[src/sv/tid_pkg.sv]
// tid_pkg: widths, register indexes, sequencer states and helpers for the
// thrust imbalance detector. No dependencies; every other file depends on it.
`default_nettype none

package tid_pkg;

  // time base width, wrapping
  localparam int TIME_BITS = 32;

  // field widths
  localparam int NOW_W      = 32;
  localparam int THROTTLE_W = 7;
  localparam int RATE_W     = 12;
  localparam int INTEG_W    = 16;
  localparam int THR_W      = 8;
  localparam int DELAY_W    = 8;
  localparam int INHIBIT_W  = 24;

  // configuration port
  localparam int CFG_IDX_W  = 3;
  localparam int CFG_DATA_W = 24;

  localparam logic [CFG_IDX_W-1:0] CFG_THRESHOLD     = 3'd0;
  localparam logic [CFG_IDX_W-1:0] CFG_TRIG_DELAY    = 3'd1;
  localparam logic [CFG_IDX_W-1:0] CFG_UNTRIG_DELAY  = 3'd2;
  localparam logic [CFG_IDX_W-1:0] CFG_RATE_LIMIT    = 3'd3;
  localparam logic [CFG_IDX_W-1:0] CFG_THROTTLE_MIN  = 3'd4;
  localparam logic [CFG_IDX_W-1:0] CFG_INHIBIT_TIME  = 3'd5;

  // register reset values
  localparam logic [THR_W-1:0]      RST_THRESHOLD    = 8'd0;
  localparam logic [DELAY_W-1:0]    RST_TRIG_DELAY   = 8'd10;
  localparam logic [DELAY_W-1:0]    RST_UNTRIG_DELAY = 8'd10;
  localparam logic [RATE_W-1:0]     RST_RATE_LIMIT   = 12'd200;
  localparam logic [THROTTLE_W-1:0] RST_THROTTLE_MIN = 7'd10;
  localparam logic [INHIBIT_W-1:0]  RST_INHIBIT_TIME = 24'd500000;

  // shared multiplier operand widths
  localparam int MUL_A_W = 31;   // up to 2^30 (product of two magnitudes)
  localparam int MUL_B_W = 17;   // one magnitude, up to 2^15
  localparam int MUL_W   = MUL_A_W + MUL_B_W;
  localparam int MAG_W   = 46;   // |product| of three magnitudes
  localparam int DLY_W   = 25;   // 255 * 100000 fits here

  // scale factors: Q11.4 cubed gives 4096, threshold unit is 100000
  localparam logic [MUL_A_W-1:0] THR_SCALE    = 31'd409600000;
  localparam logic [MUL_A_W-1:0] US_PER_TENTH = 31'd100000;

  typedef logic [TIME_BITS-1:0] time_t;

  // sequencer states
  typedef enum logic [3:0] {
    ST_IDLE,
    ST_MUL_AB,
    ST_MUL_C,
    ST_MUL_THR,
    ST_MUL_TRIG,
    ST_TRIG,
    ST_TRIG_CHK,
    ST_UNTRIG,
    ST_OUT
  } tid_state_t;

  // command to the shared arithmetic unit
  typedef struct packed {
    logic               mul_en;
    logic [MUL_A_W-1:0] mul_a;
    logic [MUL_B_W-1:0] mul_b;
    time_t              add_a;
    time_t              add_b;
    logic               add_sub;
  } arith_op_t;

  // magnitude of a 16-bit two's complement value
  function automatic logic [MUL_B_W-1:0] abs16(input logic [INTEG_W-1:0] x);
    logic [MUL_B_W-1:0] v;
    v = {1'b0, x};
    return x[INTEG_W-1] ? (17'h10000 - v) : v;
  endfunction

endpackage

`default_nettype wire

[src/sv/tid_ifs.sv]
// tid_ifs: valid/ready channel interfaces for ticks, results and
// configuration writes. Depends on tid_pkg for field widths.
`default_nettype none

interface tid_tick_if;
  logic                                valid;
  logic                                ready;
  logic [tid_pkg::NOW_W-1:0]           now_us;
  logic                                active;
  logic [tid_pkg::THROTTLE_W-1:0]      throttle_percent;
  logic [tid_pkg::RATE_W-1:0]          roll_rate_dps;
  logic [tid_pkg::RATE_W-1:0]          pitch_rate_dps;
  logic [tid_pkg::RATE_W-1:0]          yaw_rate_dps;
  logic signed [tid_pkg::INTEG_W-1:0]  roll_integral;
  logic signed [tid_pkg::INTEG_W-1:0]  pitch_integral;
  logic signed [tid_pkg::INTEG_W-1:0]  yaw_integral;

  modport source (
    output valid, now_us, active, throttle_percent, roll_rate_dps, pitch_rate_dps,
           yaw_rate_dps, roll_integral, pitch_integral, yaw_integral,
    input  ready
  );
  modport sink (
    input  valid, now_us, active, throttle_percent, roll_rate_dps, pitch_rate_dps,
           yaw_rate_dps, roll_integral, pitch_integral, yaw_integral,
    output ready
  );
endinterface

interface tid_result_if;
  logic valid;
  logic ready;
  logic imbalance_detected;
  logic detection_enabled;

  modport source (output valid, imbalance_detected, detection_enabled, input ready);
  modport sink   (input valid, imbalance_detected, detection_enabled, output ready);
endinterface

interface tid_cfg_if;
  logic                            valid;
  logic                            ready;
  logic [tid_pkg::CFG_IDX_W-1:0]   index;
  logic [tid_pkg::CFG_DATA_W-1:0]  data;

  modport source (output valid, index, data, input ready);
  modport sink   (input valid, index, data, output ready);
endinterface

`default_nettype wire

[src/sv/tid_arith.sv]
// tid_arith: shared arithmetic unit, one registered multiplier and one
// add/subtract for wrapping time. Depends on tid_pkg.
`default_nettype none

module tid_arith (
  input  logic                      clk,
  input  tid_pkg::arith_op_t        op,
  output logic [tid_pkg::MUL_W-1:0] mul_q,
  output tid_pkg::time_t            add_y
);
  import tid_pkg::*;

  // multiplier with output register, holds when not commanded
  always_ff @(posedge clk) begin
    if (op.mul_en) begin
      mul_q <= MUL_W'(op.mul_a) * MUL_W'(op.mul_b);
    end
  end

  // wrapping add or subtract
  assign add_y = op.add_a + (op.add_sub ? ~op.add_b : op.add_b) + TIME_BITS'(op.add_sub);

endmodule

`default_nettype wire

[src/sv/thrust_imbalance_detector_top.sv]
// thrust_imbalance_detector_top: per-tick thrust imbalance detector.
// Depends on tid_pkg, tid_ifs (channel interfaces) and tid_arith.
//
// Usage:
//   tick   - one transaction per control-loop tick (time, active flag,
//            throttle, absolute gyro rates, PID integrals)
//   result - exactly one transaction per tick: imbalance flag and whether
//            detection was enabled this tick
//   cfg    - register writes (index, data), always ready; write only while
//            no tick is in flight
// Sequencing: a tick is processed by a small sequencer driving one shared
//   multiplier and one adder. An inactive tick (or zero threshold) goes
//   straight to the output step; an active tick first passes through the
//   multiplier steps (two product steps, threshold scaling, delay scaling)
//   and the trigger/untrigger time checks.
//   tick.ready is high only while the sequencer is idle, so a new tick is
//   accepted only once the previous one has left the output step.
// Stall: the result sits in an output register; the next tick is accepted
//   while it waits, and the sequencer holds its final step until the
//   register frees up.
// Reset: synchronous; timers, inhibit window and flag clear to zero and
//   registers take their default values.
`default_nettype none

module thrust_imbalance_detector_top (
  input logic          clk,
  input logic          rst,
  tid_tick_if.sink     tick,
  tid_result_if.source result,
  tid_cfg_if.sink      cfg
);
  import tid_pkg::*;

  // configuration registers
  logic [THR_W-1:0]      imbalance_threshold;
  logic [DELAY_W-1:0]    trigger_delay_tenths;
  logic [DELAY_W-1:0]    untrigger_delay_tenths;
  logic [RATE_W-1:0]     rate_limit_dps;
  logic [THROTTLE_W-1:0] throttle_floor;
  logic [INHIBIT_W-1:0]  inhibit_time_us;

  // detector state
  time_t trigger_time;
  time_t untrigger_time;
  time_t inhibit_until;
  logic  detected_flag;

  // latched tick
  time_t                 now_q;
  logic [THROTTLE_W-1:0] throttle_q;
  logic [RATE_W-1:0]     roll_rate_q;
  logic [RATE_W-1:0]     pitch_rate_q;
  logic [RATE_W-1:0]     yaw_rate_q;
  logic [INTEG_W-1:0]    roll_int_q;
  logic [INTEG_W-1:0]    pitch_int_q;
  logic [INTEG_W-1:0]    yaw_int_q;

  // intermediate results
  logic [MAG_W-1:0] mag_q;
  logic             enabled_q;
  logic             over_q;

  // output register
  logic res_valid;
  logic res_detected;
  logic res_enabled;

  tid_state_t       state;
  tid_state_t       state_next;
  arith_op_t        op;
  logic [MUL_W-1:0] mul_q;
  time_t            add_y;
  logic             go_in;
  logic             inhibit_hit;
  logic             out_free;

  tid_arith u_arith (
    .clk   (clk),
    .op    (op),
    .mul_q (mul_q),
    .add_y (add_y)
  );

  assign go_in       = tick.active && (imbalance_threshold != '0);
  assign inhibit_hit = (throttle_q < throttle_floor) || (roll_rate_q > rate_limit_dps) ||
                       (pitch_rate_q > rate_limit_dps) || (yaw_rate_q > rate_limit_dps);
  assign out_free    = !res_valid || result.ready;

  assign tick.ready                = (state == ST_IDLE);
  assign cfg.ready                 = 1'b1;
  assign result.valid              = res_valid;
  assign result.imbalance_detected = res_detected;
  assign result.detection_enabled  = res_enabled;

  // sequencer: next state and arithmetic commands
  always_comb begin
    state_next = state;
    op         = '0;
    unique case (state)
      ST_IDLE: begin
        if (tick.valid) begin
          state_next = go_in ? ST_MUL_AB : ST_OUT;
        end
      end
      ST_MUL_AB: begin
        op.mul_en  = 1'b1;
        op.mul_a   = MUL_A_W'(abs16(roll_int_q));
        op.mul_b   = abs16(pitch_int_q);
        op.add_a   = now_q;
        op.add_b   = TIME_BITS'(inhibit_time_us);
        state_next = ST_MUL_C;
      end
      ST_MUL_C: begin
        op.mul_en  = 1'b1;
        op.mul_a   = mul_q[MUL_A_W-1:0];
        op.mul_b   = abs16(yaw_int_q);
        op.add_a   = now_q;
        op.add_b   = inhibit_until;
        op.add_sub = 1'b1;
        state_next = ST_MUL_THR;
      end
      ST_MUL_THR: begin
        op.mul_en  = 1'b1;
        op.mul_a   = THR_SCALE;
        op.mul_b   = MUL_B_W'(imbalance_threshold);
        state_next = ST_MUL_TRIG;
      end
      ST_MUL_TRIG: begin
        op.mul_en  = 1'b1;
        op.mul_a   = US_PER_TENTH;
        op.mul_b   = MUL_B_W'(trigger_delay_tenths);
        state_next = ST_TRIG;
      end
      ST_TRIG: begin
        op.add_a = now_q;
        if (enabled_q && over_q) begin
          // trigger deadline, and start the untrigger delay product
          op.mul_en  = 1'b1;
          op.mul_a   = US_PER_TENTH;
          op.mul_b   = MUL_B_W'(untrigger_delay_tenths);
          op.add_b   = TIME_BITS'(mul_q[DLY_W-1:0]);
          state_next = ST_TRIG_CHK;
        end else begin
          // release check against the untrigger deadline
          op.add_b   = untrigger_time;
          op.add_sub = 1'b1;
          state_next = ST_OUT;
        end
      end
      ST_TRIG_CHK: begin
        op.add_a   = now_q;
        op.add_b   = trigger_time;
        op.add_sub = 1'b1;
        state_next = add_y[TIME_BITS-1] ? ST_OUT : ST_UNTRIG;
      end
      ST_UNTRIG: begin
        op.add_a   = now_q;
        op.add_b   = TIME_BITS'(mul_q[DLY_W-1:0]);
        state_next = ST_OUT;
      end
      ST_OUT: begin
        if (out_free) begin
          state_next = ST_IDLE;
        end
      end
      default: state_next = ST_IDLE;
    endcase
  end

  // state register
  always_ff @(posedge clk) begin
    if (rst) begin
      state <= ST_IDLE;
    end else begin
      state <= state_next;
    end
  end

  // configuration writes
  always_ff @(posedge clk) begin
    if (rst) begin
      imbalance_threshold    <= RST_THRESHOLD;
      trigger_delay_tenths   <= RST_TRIG_DELAY;
      untrigger_delay_tenths <= RST_UNTRIG_DELAY;
      rate_limit_dps         <= RST_RATE_LIMIT;
      throttle_floor         <= RST_THROTTLE_MIN;
      inhibit_time_us        <= RST_INHIBIT_TIME;
    end else if (cfg.valid) begin
      unique case (cfg.index)
        CFG_THRESHOLD:    imbalance_threshold    <= cfg.data[THR_W-1:0];
        CFG_TRIG_DELAY:   trigger_delay_tenths   <= cfg.data[DELAY_W-1:0];
        CFG_UNTRIG_DELAY: untrigger_delay_tenths <= cfg.data[DELAY_W-1:0];
        CFG_RATE_LIMIT:   rate_limit_dps         <= cfg.data[RATE_W-1:0];
        CFG_THROTTLE_MIN: throttle_floor         <= cfg.data[THROTTLE_W-1:0];
        CFG_INHIBIT_TIME: inhibit_time_us        <= cfg.data[INHIBIT_W-1:0];
        default: ;
      endcase
    end
  end

  // detector state and output register
  always_ff @(posedge clk) begin
    if (rst) begin
      trigger_time   <= '0;
      untrigger_time <= '0;
      inhibit_until  <= '0;
      detected_flag  <= 1'b0;
      res_valid      <= 1'b0;
    end else begin
      // loaded from the final step, held until the receiver takes it
      res_valid <= ((state == ST_OUT) && out_free) || (res_valid && !result.ready);
      case (state)
        ST_IDLE: begin
          if (tick.valid) begin
            now_q        <= TIME_BITS'(tick.now_us);
            throttle_q   <= tick.throttle_percent;
            roll_rate_q  <= tick.roll_rate_dps;
            pitch_rate_q <= tick.pitch_rate_dps;
            yaw_rate_q   <= tick.yaw_rate_dps;
            roll_int_q   <= tick.roll_integral;
            pitch_int_q  <= tick.pitch_integral;
            yaw_int_q    <= tick.yaw_integral;
            enabled_q    <= 1'b0;
            // idle tick clears timers and flag
            if (!go_in) begin
              trigger_time   <= '0;
              untrigger_time <= '0;
              detected_flag  <= 1'b0;
            end
          end
        end
        ST_MUL_AB: begin
          if (inhibit_hit) begin
            inhibit_until <= add_y;
          end
        end
        ST_MUL_C: begin
          // inhibit window passed when now - inhibit_until is not negative
          enabled_q <= !add_y[TIME_BITS-1];
          if (!add_y[TIME_BITS-1]) begin
            inhibit_until <= '0;
          end
        end
        ST_MUL_THR: begin
          mag_q <= mul_q[MAG_W-1:0];
        end
        ST_MUL_TRIG: begin
          over_q <= (MUL_W'(mag_q) >= mul_q);
        end
        ST_TRIG: begin
          if (enabled_q && over_q) begin
            if (trigger_time == '0) begin
              trigger_time <= add_y;
            end
          end else begin
            trigger_time <= '0;
            if ((untrigger_time != '0) && !add_y[TIME_BITS-1]) begin
              untrigger_time <= '0;
              detected_flag  <= 1'b0;
            end
          end
        end
        ST_UNTRIG: begin
          untrigger_time <= add_y;
          detected_flag  <= 1'b1;
        end
        ST_OUT: begin
          if (out_free) begin
            res_detected <= detected_flag;
            res_enabled  <= enabled_q;
          end
        end
        default: ;
      endcase
    end
  end

endmodule

`default_nettype wire

[src/flat_wrapper.sv]
// flat-port wrapper written by rule: the top's interface ports become plain ports
module thrust_imbalance_detector_top_flat import tid_pkg::*;
  (clk, rst, tick_valid, tick_now_us, tick_active, tick_throttle_percent, tick_roll_rate_dps, tick_pitch_rate_dps, tick_yaw_rate_dps, tick_roll_integral, tick_pitch_integral, tick_yaw_integral, tick_ready, result_valid, result_imbalance_detected, result_detection_enabled, result_ready, cfg_valid, cfg_index, cfg_data, cfg_ready);
  tid_tick_if tick_i ();
  tid_result_if result_i ();
  tid_cfg_if cfg_i ();
  input logic clk;
  input logic rst;
  input wire logic [$bits(tick_i.valid)-1:0] tick_valid;
  input wire logic [$bits(tick_i.now_us)-1:0] tick_now_us;
  input wire logic [$bits(tick_i.active)-1:0] tick_active;
  input wire logic [$bits(tick_i.throttle_percent)-1:0] tick_throttle_percent;
  input wire logic [$bits(tick_i.roll_rate_dps)-1:0] tick_roll_rate_dps;
  input wire logic [$bits(tick_i.pitch_rate_dps)-1:0] tick_pitch_rate_dps;
  input wire logic [$bits(tick_i.yaw_rate_dps)-1:0] tick_yaw_rate_dps;
  input wire logic [$bits(tick_i.roll_integral)-1:0] tick_roll_integral;
  input wire logic [$bits(tick_i.pitch_integral)-1:0] tick_pitch_integral;
  input wire logic [$bits(tick_i.yaw_integral)-1:0] tick_yaw_integral;
  output wire logic [$bits(tick_i.ready)-1:0] tick_ready;
  output wire logic [$bits(result_i.valid)-1:0] result_valid;
  output wire logic [$bits(result_i.imbalance_detected)-1:0] result_imbalance_detected;
  output wire logic [$bits(result_i.detection_enabled)-1:0] result_detection_enabled;
  input wire logic [$bits(result_i.ready)-1:0] result_ready;
  input wire logic [$bits(cfg_i.valid)-1:0] cfg_valid;
  input wire logic [$bits(cfg_i.index)-1:0] cfg_index;
  input wire logic [$bits(cfg_i.data)-1:0] cfg_data;
  output wire logic [$bits(cfg_i.ready)-1:0] cfg_ready;
  assign tick_i.valid = tick_valid;
  assign tick_i.now_us = tick_now_us;
  assign tick_i.active = tick_active;
  assign tick_i.throttle_percent = tick_throttle_percent;
  assign tick_i.roll_rate_dps = tick_roll_rate_dps;
  assign tick_i.pitch_rate_dps = tick_pitch_rate_dps;
  assign tick_i.yaw_rate_dps = tick_yaw_rate_dps;
  assign tick_i.roll_integral = tick_roll_integral;
  assign tick_i.pitch_integral = tick_pitch_integral;
  assign tick_i.yaw_integral = tick_yaw_integral;
  assign tick_ready = tick_i.ready;
  assign result_valid = result_i.valid;
  assign result_imbalance_detected = result_i.imbalance_detected;
  assign result_detection_enabled = result_i.detection_enabled;
  assign result_i.ready = result_ready;
  assign cfg_i.valid = cfg_valid;
  assign cfg_i.index = cfg_index;
  assign cfg_i.data = cfg_data;
  assign cfg_ready = cfg_i.ready;
  thrust_imbalance_detector_top u_core (.clk(clk), .rst(rst), .tick(tick_i), .result(result_i), .cfg(cfg_i));
endmodule
[config.mk]
export PLATFORM = sky130hd
export DESIGN_NAME = thrust_imbalance_detector_top_flat
export DESIGN_NICKNAME = d
export VERILOG_FILES = /design/src/sv/tid_pkg.sv /design/src/sv/tid_ifs.sv /design/src/sv/tid_arith.sv /design/src/sv/thrust_imbalance_detector_top.sv /design/src/flat_wrapper.sv
export SDC_FILE = /design/constraint.sdc
export NUM_CORES = 2
export LEC_CHECK = 0
export BUFFER_PORTS_ARGS = -buffer_cell sky130_fd_sc_hd__buf_2
export CAP_MARGIN = 20
export CELL_PAD_IN_SITES_DETAIL_PLACEMENT = 0
export CELL_PAD_IN_SITES_GLOBAL_PLACEMENT = 2
export CORE_MARGIN = 3
export CORE_UTILIZATION = 41
export DETAILED_ROUTE_END_ITERATION = 10
export GPL_ROUTABILITY_DRIVEN = 0
export PLACE_DENSITY = 0.89
export SETUP_SLACK_MARGIN = 0.3
export SYNTH_ARGS = -nofsm -noshare
export SYNTH_HDL_FRONTEND = slang
export SYNTH_SLANG_ARGS = --single-unit
[constraint.sdc]
create_clock -name clk -period 11.8 [get_ports clk]
set_input_delay 0 -clock clk [delete_from_list [all_inputs] [get_ports clk]]
set_output_delay 0 -clock clk [all_outputs]
set_load 0.05 [all_outputs]
==> results_dict.tcl <==
set metrics [dict create \
    avgSynthCellArea_um2 9.40 \
    vias 28400 \
    die_height_um 300 \
    grt_use_met3 0.0409 \
    power.leakage_nw 17.7 \
    internal-power_mw 2.43 \
    yosysTopAreaCell "fa_1" \
    pwr-share-comb 0.112 \
    grt_antenna_before_repair 3 \
    start_kind "register" \
    finalSetupViolCount 0 \
    insertion_delay_ns 0.63 \
    multi_input_area_um2 22900 \
    rsz0062_at_grt "false" \
    clk_path_buf_depth 3 \
    finalHoldViolCount 0 \
    drt-total-wl_um 115000 \
    root_buffer "clkbuf_16" \
    final_nets 4914 \
    crit_type "register to register" \
    synthCells 3782 \
    die_x_um 300 \
    postCtsSetupBuffers 0 \
    synthDistinctLibCells 82 \
    track_usage 0.255 \
    path_clk_slew_ns 0.06 \
    peakVddDrop_mv 0.102 \
    via_per_inst 5.40 \
    cp-end-kind "register" \
    layout_common_cells "inv_1, nand2_1, fa_1" \
    grt_util_met1 0.341 \
    h-tree-depth 2 \
    synth_top_family_by_area "adder cells" \
    ys_seq_area_frac 0.282 \
    finalPower_mw 3.31 \
    grt_max_degree 73 \
    sw_frac_of_total 0.268 \
    die-area_um2 90300 \
    power_frac_seq 0.455 \
    synth-xor-area-share 0.0293 \
    grt_pass1_vias 29100 \
    start_util 0.415 \
    portBuffers 159 \
    synthAdderAreaFrac 0.331 \
    skew_ns 0.0527 \
    min_path_type "primary input to register" \
    cts.sinks 390 \
    maxCapViolCount 0 \
    timing.fmax_mhz 96.9 \
    wl_per_cell_um 21.8 \
    cp_max_fo 20 \
    core-area_um2 85500 \
    regArea_um2 10000 \
    grt_use_met2 0.426 \
    cts_tree "done" \
    fin_crit_ns 10.32 \
    io-pin-count 161 \
    period_share 0.875 \
    area_growth_pct 15.6 \
    first_pass_iters 8 \
    cp.required_ns 12.12 \
    fillers 8123 \
    busiest_layer "met2" \
    synth_compound_area_frac 0.128 \
    p_sw_mw 0.888 \
    grt_pass1_wl_um 176000 \
    post-dp-hpwl_um 86600 \
    layout_commonest_cell "inv_1" \
    drive_gt1_frac 0.0848 \
    p_clk_frac 0.433 \
    drv_slew 0 \
    worst_slew_pin_slew_ns 1.20 \
    async_reset_ff_frac 0 \
    synth_edf_count 221 \
    power_density_nw_per_um2 80.6 \
    syn_area_um2 35500 \
    slew_headroom 0.189 \
    ys.warnings.count 0 \
    cts_resized 0 \
    first_iter_violations 2472 \
    synth-main-ff-cell "edfxtp_1" \
    synth_area_leaders "fa_1, edfxtp_1, dfxtp_1" \
    cts_made_buffers 46 \
    finalSetupTns_ns 0 \
    drc 0 \
    row_count 107 \
    synth_top_area_frac 0.245 \
    status "finished, final reports clean" \
    ant_nets 0 \
    synthMuxAreaShare 0.00458 \
    synth_seq_cells 390 \
    synth-simple-area-share 0.145 \
    crit_arrival_ns 10.64 \
    grt_remaining_overflow 0 \
]
[layer usage]
layer / part of all wire / routed length (um) / up-vias
li1: - / - / 13100
met4: 0.033 / 3840 / 2
met1: 0.42 / 48000 / 14100
met2: 0.48 / 54600 / 1024
met5: 0.00011 / 13 / -
met3: 0.072 / 8220 / 186
[synth_stat cells, types with 13 or more instances]
master / count
inv_1: 594
o21a_1: 36
a222oi_1: 35
edfxtp_1: 221
o211ai_1: 19
or3_1: 18
mux2i_1: 14
nor2_1: 271
xnor2_1: 71
a22o_1: 30
xor2_1: 48
nor3_1: 29
nand2b_1: 37
o22ai_1: 18
dfxtp_1: 169
ha_1: 243
nand2_1: 564
and3_1: 13
nor2b_1: 26
a211oi_1: 21
a21oi_1: 170
o21ai_0: 96
clkbuf_1: 149
nand3_1: 41
nand4_1: 32
and2_1: 64
a22oi_1: 46
fa_1: 435
nor4_1: 23
o31ai_1: 22
a21o_1: 53
[kinds of logic (layout without fill, tap and decap cells)]
family          count (synthesis)  in the layout
fa+ha+maj                     678            678
other cells                     2             34
simple gates                 1156           1156
compound gates                660            660
xor+xnor                      119            119
mux                            16             16
buf+inv                       761           1066
flops                         390            390
[area by class of cell]
type / instances / share of cell area
inverter: 594 / 0.0543
timing repair buffer: 387 / 0.0725
multi-input combinational: 2661 / 0.558
clock inverter: 24 / 0.00448
clock buffer: 61 / 0.0325
antenna: 2 / 0.000122
tap: 1144 / 0.0348
sequential: 390 / 0.244
[state kept, by name (all words and copies together), names as in the netlist, 4 cells and up]
signal	cells
u_core.yaw_rate_q	12
u_core.roll_int_q	16
u_core.trigger_time	32
u_core.throttle_floor	7
u_core.roll_rate_q	12
u_core.imbalance_threshold	8
u_core.mag_q	46
u_core.untrigger_time	32
u_core.pitch_int_q	16
u_core.state	4
u_core.rate_limit_dps	12
u_core.trigger_delay_tenths	8
u_core.inhibit_until	32
u_core.inhibit_time_us	24
u_core.yaw_int_q	16
u_core.u_arith.mul_q	48
u_core.now_q	32
u_core.pitch_rate_q	12
u_core.untrigger_delay_tenths	8
u_core.throttle_q	7
[metrics by stage]
stage / setup WS [ns] / std cells / util / hold slack (ns) / area [um^2]
floorplan: 3.23 / 3812 / - / 0.0989 / 35700
global placement: 1.77 / 5008 / 0.442 / 0.178 / 37800
detailed placement: 1.66 / 5015 / 0.444 / 0.178 / 38000
CTS: 1.62 / 5260 / 0.480 / 0.0659 / 41100
global route: 0.868 / 5262 / 0.480 / 0.0909 / 41100
finish: 1.48 / 5263 / 0.480 / 0.0926 / 41100
[final timing paths]
| check | start | to | slack, ns | depth (start not counted) |
|---|---|---|---|---|
| max | u_core.state[3] | u_core.u_arith.mul_q[44] | 1.48 | 24 |
| min | tick_roll_integral[12] | u_core.roll_int_q[12] | 0.09 | 2 |
| max reg2reg | u_core.state[3] | u_core.u_arith.mul_q[44] | 1.48 | 24 |
| min reg2reg | u_core.u_arith.mul_q[37] | u_core.mag_q[37] | 0.44 | 0 |
[power groups by stage]
stage	registers, mW	logic (mW)	clock network, mW
6_report	1.51	0.370	1.44
5_1_grt	1.51	0.404	1.52
4_1_cts	1.51	0.366	1.46
3_5_place_dp	1.54	0.323	0
3_3_place_gp	1.54	0.318	0
2_1_floorplan	1.53	0.196	0
[repair_timing]
| action | 4_1_cts | 5_1_grt |
|---|---|---|
| endpoints found under the setup margin | 0 | 0 |
| endpoints found under the hold margin | 210 | 0 |
| hold buffers | 160 | 0 |
[critical path, cell delays in order, from the launching register on]
cell and delay [ns]:
dfxtp_1 0.75, nor2b_1 0.37, and2_1 0.38, a222oi_1 0.87, nand2_1 1.00, nand2_1 0.32, fa_1 0.48, fa_1 0.56
inv_1 0.06, fa_1 0.49, inv_1 0.05, fa_1 0.56, fa_1 0.43, fa_1 0.48, inv_1 0.04, ha_1 0.41
nand3_1 0.11, nor3_1 0.36, nand4_1 0.16, a211oi_1 0.61, o211ai_1 0.34, a211oi_1 0.52, nor2_1 0.19, o311ai_0 0.38
xor2_1 0.11
No activity file was read; power rests on OpenSTA's default activity.
